### src/design/sspk_pkg.sv
package sspk_pkg;

  localparam int unsigned FREQ_W  = 30;
  localparam int unsigned LEVEL_W = 8;
  localparam int unsigned READ_W  = 16;

  typedef logic [FREQ_W-1:0]          freq_t;
  typedef logic signed [LEVEL_W-1:0]  level_t;
  typedef logic signed [READ_W-1:0]   reading_t;
  typedef logic [5:0]                 bin_out_t;

  typedef enum logic [1:0] {
    CFG_SPAN_START  = 2'd0,
    CFG_SPAN_STOP   = 2'd1,
    CFG_LEVEL_FLOOR = 2'd2,
    CFG_LEVEL_CEIL  = 2'd3
  } cfg_idx_e;

  localparam logic KIND_SAMPLE = 1'b0;
  localparam logic KIND_CLEAR  = 1'b1;

  localparam freq_t  SPAN_START_RST  = 30'd433050000;
  localparam freq_t  SPAN_STOP_RST   = 30'd434790000;
  localparam level_t LEVEL_FLOOR_RST = -8'sd120;
  localparam level_t LEVEL_CEIL_RST  = -8'sd20;

  localparam logic [1:0] HOLD_CYCLES = 2'd3;

endpackage

### src/design/spectrum_sweep_peak_hold_unit.sv
// Channel   Direction  Handshake                 Payload
// cfg       in         cfg_valid_i / cfg_ready_o cfg_index_i, cfg_data_i
// in        in         in_valid_i / in_ready_o   kind_i, reading_dbm_i
// out       out        out_valid_o / out_ready_i bin_index_o .. best_freq_hz_o
//
// One input transfer is taken per cycle unless the output stalls or a hold is pending;
// its result passes stages s1 to s5 and the output register before it is offered.
// The bin frequencies come from a span quotient that a three-stage divider rebuilds
// from the span registers, so the input is held off after reset and after every
// configuration write until hold_q runs down. The configuration port is always ready.
// Pipeline stages advance independently, so a stalled output fills the empty stages
// before the input stops.
module spectrum_sweep_peak_hold_unit #(
  parameter int unsigned NUM_BINS = 48
) (
  input  logic                 clk_i,
  input  logic                 rst_ni,
  input  logic                 cfg_valid_i,
  output logic                 cfg_ready_o,
  input  logic [1:0]           cfg_index_i,
  input  logic [29:0]          cfg_data_i,
  input  logic                 in_valid_i,
  output logic                 in_ready_o,
  input  logic                 kind_i,
  input  sspk_pkg::reading_t   reading_dbm_i,
  output logic                 out_valid_o,
  input  logic                 out_ready_i,
  output sspk_pkg::bin_out_t   bin_index_o,
  output sspk_pkg::level_t     level_o,
  output sspk_pkg::level_t     peak_level_o,
  output sspk_pkg::freq_t      tune_freq_hz_o,
  output logic                 sweep_end_o,
  output sspk_pkg::bin_out_t   best_bin_o,
  output sspk_pkg::level_t     best_level_o,
  output sspk_pkg::freq_t      best_freq_hz_o
);

  localparam int unsigned BIN_W = $clog2(NUM_BINS);
  localparam int unsigned NSTG = 5;

  typedef struct packed {
    logic [BIN_W-1:0] bin;
    sspk_pkg::level_t level;
    sspk_pkg::level_t peak;
    logic             sweep_end;
    logic [BIN_W-1:0] best_bin;
    sspk_pkg::level_t best_level;
  } item_t;

  sspk_pkg::freq_t  start_q;
  sspk_pkg::freq_t  stop_q;
  sspk_pkg::level_t floor_q;
  sspk_pkg::level_t ceil_q;
  logic [1:0]       hold_q;

  logic [NSTG-1:0] stg_vld_q;
  logic [NSTG-1:0] stg_vld_d;
  logic [NSTG-1:0] rdy;
  logic            out_rdy;
  logic            out_valid_q;
  logic            accept;
  logic            cfg_we;

  item_t            s1_item;
  logic [BIN_W-1:0] s1_tune;
  item_t            s2_q;
  logic [BIN_W-1:0] s2_tune_q;
  item_t            s3_q;
  item_t            s4_q;
  item_t            s5_q;
  item_t            out_q;
  sspk_pkg::freq_t  tune_f;
  sspk_pkg::freq_t  best_f;
  sspk_pkg::freq_t  tune_f_q;
  sspk_pkg::freq_t  best_f_q;

  sspk_pkg::freq_t  quot;
  logic [BIN_W-1:0] rem;

  assign cfg_ready_o = 1'b1;
  assign cfg_we      = cfg_valid_i && cfg_ready_o;

  always_ff @(posedge clk_i or negedge rst_ni) begin
    if (!rst_ni) begin
      start_q <= sspk_pkg::SPAN_START_RST;
      stop_q  <= sspk_pkg::SPAN_STOP_RST;
      floor_q <= sspk_pkg::LEVEL_FLOOR_RST;
      ceil_q  <= sspk_pkg::LEVEL_CEIL_RST;
      hold_q  <= sspk_pkg::HOLD_CYCLES;
    end else begin
      if (cfg_we) begin
        hold_q <= sspk_pkg::HOLD_CYCLES;
        case (sspk_pkg::cfg_idx_e'(cfg_index_i))
          sspk_pkg::CFG_SPAN_START:  start_q <= cfg_data_i;
          sspk_pkg::CFG_SPAN_STOP:   stop_q  <= cfg_data_i;
          sspk_pkg::CFG_LEVEL_FLOOR: floor_q <= sspk_pkg::level_t'(cfg_data_i[7:0]);
          sspk_pkg::CFG_LEVEL_CEIL:  ceil_q  <= sspk_pkg::level_t'(cfg_data_i[7:0]);
          default: ;
        endcase
      end else if (hold_q != '0) begin
        hold_q <= hold_q - 1'b1;
      end
    end
  end

  always_comb begin
    out_rdy = !out_valid_q || out_ready_i;
    rdy[NSTG-1] = !stg_vld_q[NSTG-1] || out_rdy;
    for (int k = NSTG - 2; k >= 0; k--) begin
      rdy[k] = !stg_vld_q[k] || rdy[k+1];
    end
  end

  assign in_ready_o = rdy[0] && (hold_q == '0);
  assign accept     = in_valid_i && in_ready_o;

  always_comb begin
    for (int k = 0; k < NSTG; k++) begin
      if (rdy[k]) begin
        stg_vld_d[k] = (k == 0) ? accept : stg_vld_q[(k == 0) ? 0 : k - 1];
      end else begin
        stg_vld_d[k] = stg_vld_q[k];
      end
    end
  end

  always_ff @(posedge clk_i or negedge rst_ni) begin
    if (!rst_ni) begin
      stg_vld_q   <= '0;
      out_valid_q <= 1'b0;
    end else begin
      stg_vld_q <= stg_vld_d;
      if (out_rdy) begin
        out_valid_q <= stg_vld_q[NSTG-1];
      end
    end
  end

  sspk_peak #(
    .NUM_BINS (NUM_BINS)
  ) u_peak (
    .clk_i         (clk_i),
    .rst_ni        (rst_ni),
    .accept_i      (accept),
    .kind_i        (kind_i),
    .reading_dbm_i (reading_dbm_i),
    .fire_i        (stg_vld_q[0] && rdy[1]),
    .level_floor_i (floor_q),
    .level_ceil_i  (ceil_q),
    .bin_o         (s1_item.bin),
    .level_o       (s1_item.level),
    .peak_o        (s1_item.peak),
    .sweep_end_o   (s1_item.sweep_end),
    .best_bin_o    (s1_item.best_bin),
    .best_level_o  (s1_item.best_level),
    .tune_bin_o    (s1_tune)
  );

  sspk_span_div #(
    .NUM_BINS (NUM_BINS)
  ) u_span_div (
    .clk_i   (clk_i),
    .start_i (start_q),
    .stop_i  (stop_q),
    .quot_o  (quot),
    .rem_o   (rem)
  );

  sspk_freq #(
    .NUM_BINS (NUM_BINS)
  ) u_tune_freq (
    .clk_i   (clk_i),
    .en_i    (rdy[4:2]),
    .bin_i   (s2_tune_q),
    .quot_i  (quot),
    .rem_i   (rem),
    .start_i (start_q),
    .freq_o  (tune_f)
  );

  sspk_freq #(
    .NUM_BINS (NUM_BINS)
  ) u_best_freq (
    .clk_i   (clk_i),
    .en_i    (rdy[4:2]),
    .bin_i   (s2_q.best_bin),
    .quot_i  (quot),
    .rem_i   (rem),
    .start_i (start_q),
    .freq_o  (best_f)
  );

  always_ff @(posedge clk_i) begin
    if (rdy[1]) begin
      s2_q      <= s1_item;
      s2_tune_q <= s1_tune;
    end
    if (rdy[2]) begin
      s3_q <= s2_q;
    end
    if (rdy[3]) begin
      s4_q <= s3_q;
    end
    if (rdy[4]) begin
      s5_q <= s4_q;
    end
    if (out_rdy) begin
      out_q    <= s5_q;
      tune_f_q <= tune_f;
      best_f_q <= best_f;
    end
  end

  assign out_valid_o    = out_valid_q;
  assign bin_index_o    = sspk_pkg::bin_out_t'(out_q.bin);
  assign level_o        = out_q.level;
  assign peak_level_o   = out_q.peak;
  assign tune_freq_hz_o = tune_f_q;
  assign sweep_end_o    = out_q.sweep_end;
  assign best_bin_o     = sspk_pkg::bin_out_t'(out_q.best_bin);
  assign best_level_o   = out_q.best_level;
  assign best_freq_hz_o = best_f_q;

endmodule

### src/design/sspk_ram.sv
module sspk_ram #(
  parameter int unsigned WIDTH = 8,
  parameter int unsigned DEPTH = 48,
  localparam int unsigned AW = $clog2(DEPTH)
) (
  input  logic             clk_i,
  input  logic             we_i,
  input  logic [AW-1:0]    waddr_i,
  input  logic [WIDTH-1:0] wdata_i,
  input  logic             re_i,
  input  logic [AW-1:0]    raddr_i,
  output logic [WIDTH-1:0] rdata_o
);

  logic [WIDTH-1:0] mem_q [DEPTH];
  logic [WIDTH-1:0] rdata_q;

  always_ff @(posedge clk_i) begin
    if (we_i) begin
      mem_q[waddr_i] <= wdata_i;
    end
    if (re_i) begin
      rdata_q <= mem_q[raddr_i];
    end
  end

  assign rdata_o = rdata_q;

endmodule

### src/design/sspk_span_div.sv
module sspk_span_div #(
  parameter int unsigned NUM_BINS = 48,
  localparam int unsigned BIN_W = $clog2(NUM_BINS)
) (
  input  logic                  clk_i,
  input  sspk_pkg::freq_t       start_i,
  input  sspk_pkg::freq_t       stop_i,
  output sspk_pkg::freq_t       quot_o,
  output logic [BIN_W-1:0]      rem_o
);

  localparam int unsigned FW = sspk_pkg::FREQ_W;
  localparam int unsigned DIV = NUM_BINS - 1;
  localparam logic [FW-1:0] DIV_F = FW'(DIV);
  localparam logic [FW:0] RECIP = (FW + 1)'((64'd1 << FW) / DIV);

  sspk_pkg::freq_t span_q;
  sspk_pkg::freq_t span2_q;
  sspk_pkg::freq_t qe_q;
  sspk_pkg::freq_t quot_q;
  logic [BIN_W-1:0] rem_q;
  logic [2*FW:0] prod;
  sspk_pkg::freq_t rmd;
  logic corr;

  assign prod = span_q * RECIP;
  assign rmd  = span2_q - FW'(qe_q * DIV_F);
  assign corr = (rmd >= DIV_F);

  always_ff @(posedge clk_i) begin
    span_q  <= (stop_i >= start_i) ? (stop_i - start_i) : '0;
    span2_q <= span_q;
    qe_q    <= FW'(prod >> FW);
    quot_q  <= corr ? (qe_q + 1'b1) : qe_q;
    rem_q   <= BIN_W'(corr ? (rmd - DIV_F) : rmd);
  end

  assign quot_o = quot_q;
  assign rem_o  = rem_q;

endmodule

### src/design/sspk_freq.sv
module sspk_freq #(
  parameter int unsigned NUM_BINS = 48,
  localparam int unsigned BIN_W = $clog2(NUM_BINS)
) (
  input  logic               clk_i,
  input  logic [2:0]         en_i,
  input  logic [BIN_W-1:0]   bin_i,
  input  sspk_pkg::freq_t    quot_i,
  input  logic [BIN_W-1:0]   rem_i,
  input  sspk_pkg::freq_t    start_i,
  output sspk_pkg::freq_t    freq_o
);

  localparam int unsigned FW = sspk_pkg::FREQ_W;
  localparam int unsigned TW = 2 * BIN_W;
  localparam int unsigned DIV = NUM_BINS - 1;
  localparam logic [TW-1:0] DIV_T = TW'(DIV);
  localparam logic [TW:0] RECIP = (TW + 1)'((64'd1 << TW) / DIV);

  sspk_pkg::freq_t a1_q;
  sspk_pkg::freq_t a2_q;
  sspk_pkg::freq_t a3_q;
  logic [TW-1:0] t1_q;
  logic [TW-1:0] t2_q;
  logic [BIN_W-1:0] qe_q;
  logic [BIN_W-1:0] qc_q;
  logic [2*TW:0] prod;
  logic [TW-1:0] rmd;

  assign prod = t1_q * RECIP;
  assign rmd  = t2_q - TW'(qe_q) * DIV_T;

  always_ff @(posedge clk_i) begin
    if (en_i[0]) begin
      a1_q <= FW'(quot_i * bin_i);
      t1_q <= TW'(rem_i) * TW'(bin_i);
    end
    if (en_i[1]) begin
      a2_q <= a1_q;
      t2_q <= t1_q;
      qe_q <= BIN_W'(prod >> TW);
    end
    if (en_i[2]) begin
      a3_q <= a2_q;
      qc_q <= (rmd >= DIV_T) ? BIN_W'(qe_q + 1'b1) : qe_q;
    end
  end

  assign freq_o = FW'(start_i + a3_q + FW'(qc_q));

endmodule

### src/design/sspk_peak.sv
module sspk_peak #(
  parameter int unsigned NUM_BINS = 48,
  localparam int unsigned BIN_W = $clog2(NUM_BINS)
) (
  input  logic                 clk_i,
  input  logic                 rst_ni,
  input  logic                 accept_i,
  input  logic                 kind_i,
  input  sspk_pkg::reading_t   reading_dbm_i,
  input  logic                 fire_i,
  input  sspk_pkg::level_t     level_floor_i,
  input  sspk_pkg::level_t     level_ceil_i,
  output logic [BIN_W-1:0]     bin_o,
  output sspk_pkg::level_t     level_o,
  output sspk_pkg::level_t     peak_o,
  output logic                 sweep_end_o,
  output logic [BIN_W-1:0]     best_bin_o,
  output sspk_pkg::level_t     best_level_o,
  output logic [BIN_W-1:0]     tune_bin_o
);

  localparam logic [BIN_W-1:0] LAST_BIN = BIN_W'(NUM_BINS - 1);

  logic [BIN_W-1:0]    bin_cnt_q;
  logic [NUM_BINS-1:0] pk_valid_q;
  sspk_pkg::level_t    clear_floor_q;
  logic [BIN_W-1:0]    best_bin_q;
  logic [BIN_W-1:0]    best_bin_d;
  sspk_pkg::level_t    best_pk_q;
  sspk_pkg::level_t    best_pk_d;

  logic                s1_kind_q;
  sspk_pkg::reading_t  s1_reading_q;
  logic [BIN_W-1:0]    s1_bin_q;

  logic [sspk_pkg::LEVEL_W-1:0] rd_data;
  sspk_pkg::reading_t  floor_x;
  sspk_pkg::reading_t  ceil_x;
  sspk_pkg::level_t    old_pk;
  sspk_pkg::level_t    lvl;
  sspk_pkg::level_t    new_pk;
  logic                last;
  logic                is_clear;

  sspk_ram #(
    .WIDTH (sspk_pkg::LEVEL_W),
    .DEPTH (NUM_BINS)
  ) u_peak_ram (
    .clk_i   (clk_i),
    .we_i    (fire_i && !is_clear),
    .waddr_i (s1_bin_q),
    .wdata_i (new_pk),
    .re_i    (accept_i),
    .raddr_i (bin_cnt_q),
    .rdata_o (rd_data)
  );

  assign is_clear = (s1_kind_q == sspk_pkg::KIND_CLEAR);
  assign floor_x  = {{8{level_floor_i[7]}}, level_floor_i};
  assign ceil_x   = {{8{level_ceil_i[7]}}, level_ceil_i};
  assign last     = (s1_bin_q == LAST_BIN);

  always_comb begin
    old_pk = pk_valid_q[s1_bin_q] ? sspk_pkg::level_t'(rd_data) : clear_floor_q;
    if (s1_reading_q < floor_x) begin
      lvl = level_floor_i;
    end else if (s1_reading_q > ceil_x) begin
      lvl = level_ceil_i;
    end else begin
      lvl = sspk_pkg::level_t'(s1_reading_q[7:0]);
    end
    new_pk = (lvl > old_pk) ? lvl : old_pk;
  end

  always_comb begin
    best_bin_d = best_bin_q;
    best_pk_d  = best_pk_q;
    if (is_clear) begin
      bin_o       = '0;
      level_o     = level_floor_i;
      peak_o      = level_floor_i;
      sweep_end_o = 1'b0;
      tune_bin_o  = '0;
      best_bin_d  = '0;
      best_pk_d   = level_floor_i;
    end else begin
      bin_o       = s1_bin_q;
      level_o     = lvl;
      peak_o      = new_pk;
      sweep_end_o = last;
      tune_bin_o  = last ? '0 : BIN_W'(s1_bin_q + 1'b1);
      if (s1_bin_q == '0) begin
        best_bin_d = '0;
        best_pk_d  = new_pk;
      end else if (new_pk > best_pk_q) begin
        best_bin_d = s1_bin_q;
        best_pk_d  = new_pk;
      end
    end
  end

  assign best_bin_o   = best_bin_d;
  assign best_level_o = best_pk_d;

  always_ff @(posedge clk_i or negedge rst_ni) begin
    if (!rst_ni) begin
      bin_cnt_q     <= '0;
      pk_valid_q    <= '0;
      clear_floor_q <= sspk_pkg::LEVEL_FLOOR_RST;
      best_bin_q    <= '0;
      best_pk_q     <= sspk_pkg::LEVEL_FLOOR_RST;
    end else begin
      if (accept_i) begin
        if (kind_i == sspk_pkg::KIND_CLEAR || bin_cnt_q == LAST_BIN) begin
          bin_cnt_q <= '0;
        end else begin
          bin_cnt_q <= BIN_W'(bin_cnt_q + 1'b1);
        end
      end
      if (fire_i) begin
        best_bin_q <= best_bin_d;
        best_pk_q  <= best_pk_d;
        if (is_clear) begin
          pk_valid_q    <= '0;
          clear_floor_q <= level_floor_i;
        end else begin
          pk_valid_q[s1_bin_q] <= 1'b1;
        end
      end
    end
  end

  always_ff @(posedge clk_i) begin
    if (accept_i) begin
      s1_kind_q    <= kind_i;
      s1_reading_q <= reading_dbm_i;
      s1_bin_q     <= bin_cnt_q;
    end
  end

endmodule

### config.mk
export PLATFORM = sky130hd
export DESIGN_NAME = spectrum_sweep_peak_hold_unit
export DESIGN_NICKNAME = d
export VERILOG_FILES = /design/src/design/sspk_pkg.sv /design/src/design/spectrum_sweep_peak_hold_unit.sv /design/src/design/sspk_ram.sv /design/src/design/sspk_span_div.sv /design/src/design/sspk_freq.sv /design/src/design/sspk_peak.sv
export SDC_FILE = /design/constraint.sdc
export NUM_CORES = 2
export LEC_CHECK = 0
export CAP_MARGIN = 20
export CORE_MARGIN = 2
export CORE_UTILIZATION = 45
export CTS_CLUSTER_SIZE = 20
export DETAILED_ROUTE_END_ITERATION = 16
export DONT_BUFFER_PORTS = 1
export SLEW_MARGIN = 20
export SYNTH_ARGS = -nofsm -noshare
export SYNTH_HDL_FRONTEND = slang
export SYNTH_SLANG_ARGS = --single-unit
### constraint.sdc
create_clock -name clk_i -period 9.5 [get_ports clk_i]
set_clock_uncertainty 0.2 [all_clocks]
set_input_delay 1.425 -clock clk_i [delete_from_list [all_inputs] [get_ports clk_i]]
set_output_delay 1.425 -clock clk_i [all_outputs]
set_load 0.02 [all_outputs]
After elaboration in Yosys (flattened, before gate mapping)
Memories as Yosys holds them, arrays and structs flattened. A register that Yosys moved wholly into a read port is not among the register bits.
Cells that the tools add are included.
{"block": "op_classes", "addsub": 15, "multipliers": 10, "magnitude_cmp": 10, "n_eq_ne": 5, "n_mux": 26, "bitwise": 1, "reduce_logical": 30}
{"cell": "$mux W8", "n": 9}
{"cell": "$add A30 B30 Y30", "n": 2}
{"cell": "$add A30 B6 Y30", "n": 2}
{"cell": "$mul A26 B6 Y30", "n": 2}
{"cell": "$sub A30 B30 Y30", "n": 2}
{"cell": "$mul A30 B24 Y54 const B", "n": 1}
{"cell": "$mux W48", "n": 1}
{"cell": "$or A48 B48 Y48", "n": 1}
{"cell": "$mux W6", "n": 7}
{"cell": "$mul A12 B7 Y18 const B", "n": 2}
{"cell": "$ge A30 B30 Y1", "n": 1}
{"cell": "$ge A30 B6 Y1 const B", "n": 1}
{"cell": "$mul A25 B6 Y30 const B", "n": 1}
{"cell": "$add A25 B1 Y26 const B", "n": 1}
{"cell": "$mux W25", "n": 1}
{"cell": "$add A6 B1 Y6 const B", "n": 4}
{"cell": "$ge A12 B6 Y1 const B", "n": 2}
{"cell": "$mul A6 B6 Y12", "n": 2}
{"cell": "$mul A6 B6 Y12 const B", "n": 2}
{"cell": "$sub A12 B12 Y12", "n": 2}
{"cell": "$gt A16 B8 Y1", "n": 1}
{"cell": "$gt A8 B8 Y1", "n": 2}
{"cell": "$lt A16 B8 Y1", "n": 1}
{"cell": "$eq A6 B6 Y1 const B", "n": 2}
{"cell": "other kinds (18)", "n": 45}
{"block": "totals", "register_bits": 803, "mem_bits_rw": 384, "inputBits": 54, "elab_cells": 170, "mem_count": 1}
{"name": "u_peak.u_peak_ram.mem_q", "depth": 48, "word_bits": 8, "read_ports": 1, "rd_ports_with_merged_regs": 1, "wr": 1, "line_no": "sspk_ram.sv:15", "source": "logic [WIDTH-1:0] mem_q [DEPTH];"}

Longest topological paths before layout
{"block": "logic_depth", "depth_word": 10, "depth_mapped": 38, "mapped_depth_nobuf": 35}

Cells and area by module
A second synthesis with hierarchy kept.
{"block": "unflattened", "hier_cells": 6829, "area_unflattened_um2": 81195.4}
{"mod": "sspk_freq", "instances": 2, "cells_each": 1405, "area_each_um2": 14347.5}
{"mod": "sspk_span_div", "instances": 1, "cells_each": 2114, "area_each_um2": 19920.4}
{"mod": "sspk_ram", "instances": 1, "cells_each": 793, "area_each_um2": 15429.8}
{"mod": "spectrum_sweep_peak_hold_unit", "instances": 1, "cells_each": 450, "area_each_um2": 10830.4}
{"mod": "sspk_peak", "instances": 1, "cells_each": 662, "area_each_um2": 6319.8}

Worst setup path before layout
No wires, ideal clock.
{"block": "synth_path", "kind": "register -> register", "startpoint": "reg ceil_q[7]", "endpoint": "reg s2_q[3] (netlist name), data pin", "arrival_ns": 7.322, "t_required_ns": 9.042, "slack_ns": 1.720, "path_stages_with_launch": 35, "n_path_buf": 3, "synth_period_minus_slack_ns": 7.780, "path_cell_list": "dfstp_2 -> inv_1 -> ha_1 -> nand4_1 -> nor3_1 -> a21oi_1 -> and3_1 -> a211oi_2 -> mux2i_1 -> nand3_1 -> and2_1 -> ha_1 -> nor2b_1 -> o21a_1 -> o21a_1 -> o21a_1 -> o21a_1 -> o21ai_0 -> a21oi_1 -> a21o_1 -> clkbuf_1 -> buf_1 -> nor2_1 -> a31oi_1 -> inv_1 -> ha_1 -> o21a_1 -> o21a_1 -> o21a_1 -> o21ai_0 -> a211oi_1 -> nor2_1 -> buf_1 -> nand3_1 -> o221a_2"}
{"element": "start: declaration", "line_no": "spectrum_sweep_peak_hold_unit.sv:53", "source": "sspk_pkg::level_t ceil_q;"}
{"element": "start signal: assignment", "line_no": "spectrum_sweep_peak_hold_unit.sv:88", "source": "ceil_q <= sspk_pkg::LEVEL_CEIL_RST;"}
{"element": "start signal: assignment", "line_no": "spectrum_sweep_peak_hold_unit.sv:97", "source": "sspk_pkg::CFG_LEVEL_CEIL: ceil_q <= sspk_pkg::level_t'(cfg_data_i[7:0]);"}
{"element": "end signal: assignment", "line_no": "spectrum_sweep_peak_hold_unit.sv:195", "source": "s2_q <= s1_item;"}
{"element": "end: declaration", "line_no": "spectrum_sweep_peak_hold_unit.sv:66", "source": "item_t s2_q;"}

Worst setup path after layout
{"block": "layout_path", "startpoint": "reg u_peak.s1_bin_q[0]", "endpoint": "reg u_peak.best_pk_q[2]"}
{"block": "layout_via", "elab_chain_cells": 9, "elab_cells_between_ends": 10}
{"element": "start: declaration", "line_no": "sspk_peak.sv:34", "source": "logic [BIN_W-1:0] s1_bin_q;"}
{"element": "start signal: assignment", "line_no": "sspk_peak.sv:137", "source": "s1_bin_q <= bin_cnt_q;"}
{"element": "$bmux W1 S6 (*)", "line_no": "sspk_peak.sv:64", "source": "old_pk = pk_valid_q[s1_bin_q] ? sspk_pkg::level_t'(rd_data) : clear_floor_q;"}
{"element": "$mux W1 (not written as such) (*)", "line_no": "sspk_peak.sv:64"}
{"element": "$mux W8 (*)", "line_no": "sspk_peak.sv:64"}
{"element": "$gt A8 B8 Y1", "line_no": "sspk_peak.sv:72", "source": "new_pk = (lvl > old_pk) ? lvl : old_pk;"}
{"element": "$mux W8 (*)", "line_no": "sspk_peak.sv:72"}
{"element": "via u_peak.new_pk[4]", "line_no": "sspk_peak.sv:41", "source": "sspk_pkg::level_t new_pk;"}
{"element": "$gt A8 B8 Y1 (*)", "line_no": "sspk_peak.sv:95", "source": "end else if (new_pk > best_pk_q) begin"}
{"element": "$mux W8 (*)", "line_no": "sspk_peak.sv:95"}
{"element": "$mux W8 (*)", "line_no": "sspk_peak.sv:92", "source": "if (s1_bin_q == '0) begin"}
{"element": "$mux W8 (*)", "line_no": "sspk_peak.sv:78", "source": "if (is_clear) begin"}
{"element": "end signal: assignment", "line_no": "sspk_peak.sv:111", "source": "best_pk_q <= sspk_pkg::LEVEL_FLOOR_RST;"}
{"element": "end signal: assignment", "line_no": "sspk_peak.sv:122", "source": "best_pk_q <= best_pk_d;"}
{"element": "end: declaration", "line_no": "sspk_peak.sv:29", "source": "sspk_pkg::level_t best_pk_q;"}
The timed path passes the listed nets; every way through them passes the cells marked *. The select of a mux whose other input is x is not followed.
A chain may end at the register's enable or synchronous reset.

==> metrics <==
status=complete, no violations; Crit Path Max Fanout=49; via/cell ratio=5.41; vias in the first global route=50205; estimated wirelength of the detail-placed design=153000 um; met3 usage=0.0304; pin count of the biggest net entering global routing=161; FF+latch count, synth=1195; drc violations=0; CTS tree=done; clk slew on worst S/H paths=0.07 ns; Final Net Count=8034; grt met1 use=0.304; Post-synth EDFFs=918; CP endpoint kind=flip-flop; simple-gate share of the synthesized area=0.0774; IO Count=154; via count=48390; share of cells above drive strength 1=0.0850; top_reg_cell synth=edfxtp_1; drt first pass iters=6; register area share after synthesis=0.429; Worst Tran Pin Value=1.05 ns; gr busiest metal=met2; Max Clock Freq=121 MHz; Post-CTS Setup Bufs=0; CTS Buffer Depth=3; CTS resizes=0; GP Congestion=0.916; worst skew pair latency=0.80 ns; Core ar.=0.174 mm^2; Root Driver=clkbuf_16; combinational family with the most area after synthesis=adder cells; drt total wl=199000 um; max cap viols=0; required time of the critical path=9.96 ns; routed len/inst=22.2 um; Yosys warning total=0; post-synthesis adder-cell area fraction=0.292; Iter 0 DRT Violations=3510; grt total ovfl=0; Synth Area in Compound Gates=0.0701; Post-Syn Instances=6486; Rel. slew slack=0.296; initial antenna violation count=17; xor/xnor cell area share of the yosys netlist=0.0271; final setup fails=0; final core occ=0.496; Slowest-stage cell, CP=edfxtp_1; clk sink count=1195; mux contribution to synthesized area=0.0486; first-pass GRT wire length=307000 um; fillcell total=15288; Layout area overhead=9.38%; cts hold-fix bufs=0; met2 Track Usage GR=0.376; FF-to-FF path depth=30; min Tclk post-route=8.29 ns; final worst path period share=0.873; All-Layer GR Usage=0.226; Initial Util=0.454; area of the die=0.179 mm^2; antenna-violating nets left=0; H-tree depth=4; die span in y=423 um; I/O Buffers=0; startpoint types=flip-flop; CTS Buf Count=136; Synth Area per Inst=12.2 um^2; Max Slew Vio Count=0; cell area after synthesis=0.0791 mm^2; asr flop ratio synth=0.134; CP peak stage delay=0.83 ns; die width=423 um; Data arrival, critical path=8.76 ns; Hold Vio Cnt, Final=0; num rows=153; critical setup path kind=flip-flop to flip-flop; final setup TNS=0 ns; RSZ-0062 raised after global routing=no; Synth cell types=98; HP Class=input pin to async pin; syn nets=8014
-- sequential cells by signal (all words and copies together), names as in the netlist, 16 cells and up --
| signal | count |
|---|---|
| u_tune_freq.a3_q | 30 |
| u_span_div.span2_q | 30 |
| s5_q | 37 |
| u_span_div.qe_q | 25 |
| tune_freq_hz_o | 30 |
| u_span_div.quot_o | 26 |
| u_best_freq.a2_q | 30 |
| u_tune_freq.a1_q | 30 |
| stop_q | 30 |
| u_span_div.span_q | 30 |
| u_peak.pk_valid_q | 48 |
| s2_q | 37 |
| s4_q | 37 |
| u_best_freq.a3_q | 30 |
| s3_q | 37 |
| u_peak.s1_reading_q | 16 |
| start_q | 30 |
| u_tune_freq.a2_q | 30 |
| u_peak.u_peak_ram.mem_q | 384 |
| best_freq_hz_o | 30 |
| u_best_freq.a1_q | 30 |
-- cell families after synthesis --
kind of cell	count (synthesis)
adders and majority gates	1474
and+or+nand+nor	1340
DFF	1195
buffers and inverters	1160
AOI/OAI and AO/OA	848
xor gates and xnor gates	245
muxes	223
other	1
-- critical path, delay by kind of cell, from the launching register on --
family                   cells  cell delay (ns)
AND/OR/NAND/NOR              5             0.93
multiplexers                 2             0.98
flip-flops                   1             0.83
AO/OA/AOI/OAI               17             3.26
adder cells (fa/ha/maj)      2             0.65
buffers and inverters        4             1.25
-- cells in the mapped netlist, drive strengths merged (29+ instances only) --
master | count | share of area
o21ai | 180 | 0.011
nand4 | 29 | 0.0024
nand3 | 82 | 0.0052
a21o | 102 | 0.0098
mux2i | 50 | 0.0063
a21oi | 248 | 0.016
nor2 | 328 | 0.016
and2 | 94 | 0.0074
dfxtp | 117 | 0.030
nand2b | 41 | 0.0032
a31oi | 29 | 0.0025
dfrtp | 116 | 0.037
mux2 | 49 | 0.0070
xor2 | 56 | 0.0062
edfxtp | 918 | 0.35
fa | 618 | 0.16
o21a | 55 | 0.0052
nor2b | 30 | 0.0024
ha | 856 | 0.14
mux4 | 124 | 0.035
nor3 | 76 | 0.0048
inv | 985 | 0.047
dfstp | 44 | 0.015
nand2 | 540 | 0.026
clkbuf | 147 | 0.0071
and3 | 30 | 0.0024
xnor2 | 189 | 0.021
o31ai | 32 | 0.0030
-- stage by stage --
| step | cell area [um^2] | std cells | hold slack [ns] | setup slack, ns |
|---|---|---|---|---|
| 2_1_floorplan | 79100 | 6486 | 0.200 | 1.72 |
| 3_5_place_dp | 81800 | 8693 | 0.205 | 1.28 |
| 5_1_grt | 86600 | 8948 | 0.0952 | 0.482 |
| 4_1_cts | 86600 | 8946 | 0.0706 | 1.22 |
| 3_3_place_gp | 81800 | 8692 | 0.201 | 1.21 |
| 6_report | 86600 | 8951 | 0.142 | 1.21 |
-- cell type report --
class | count | area [um^2] | share of cell area
inverters | 987 | 3710 | 0.0429
multi-input cells | 4131 | 40800 | 0.471
clock buffers | 171 | 3670 | 0.0424
clock inverters | 82 | 1050 | 0.0122
well taps | 2325 | 2910 | 0.0336
repair buffers | 55 | 433 | 0.00500
diodes | 5 | 12.5 | 0.000145
flip-flops and latches | 1195 | 34000 | 0.392
-- path summary, 6_finish.rpt --
kind	start	to	slack (ns)
max	u_peak.s1_bin_q[0]	u_peak.best_pk_q[2]	1.21
min	rst_ni	floor_q[4]	0.14
max reg2reg	u_peak.s1_bin_q[0]	u_peak.best_pk_q[2]	1.21
min reg2reg	u_best_freq.a2_q[28]	u_best_freq.a3_q[28]	0.20
max in group asynchronous	rst_ni	u_peak.clear_floor_q[3]	8.63
min in group clk_i	u_best_freq.a2_q[28]	u_best_freq.a3_q[28]	0.20
-- placed cells by master (no fill, tap or decap), types with 98 or more instances in the layout --
cell type and n:
edfxtp_1 918, xnor2_1 189, a21o_1 98, dfrtp_1 113, mux4_2 124, nand2_1 538
o21ai_0 177, inv_1 983, clkbuf_16 139, fa_1 618, nor2_1 326, a21oi_1 245
dfxtp_1 117, ha_1 856
-- metal layers --
| layer | up-vias | part of all wire |
|---|---|---|
| li1 | 22373 | - |
| met1 | 24658 | 0.43 |
| met2 | 1101 | 0.49 |
| met3 | 256 | 0.045 |
| met4 | 2 | 0.033 |
| met5 | - | 0.000065 |
Power is not shown: default switching activity piles up to over one toggle a cycle in this logic, so the estimate is an artifact.
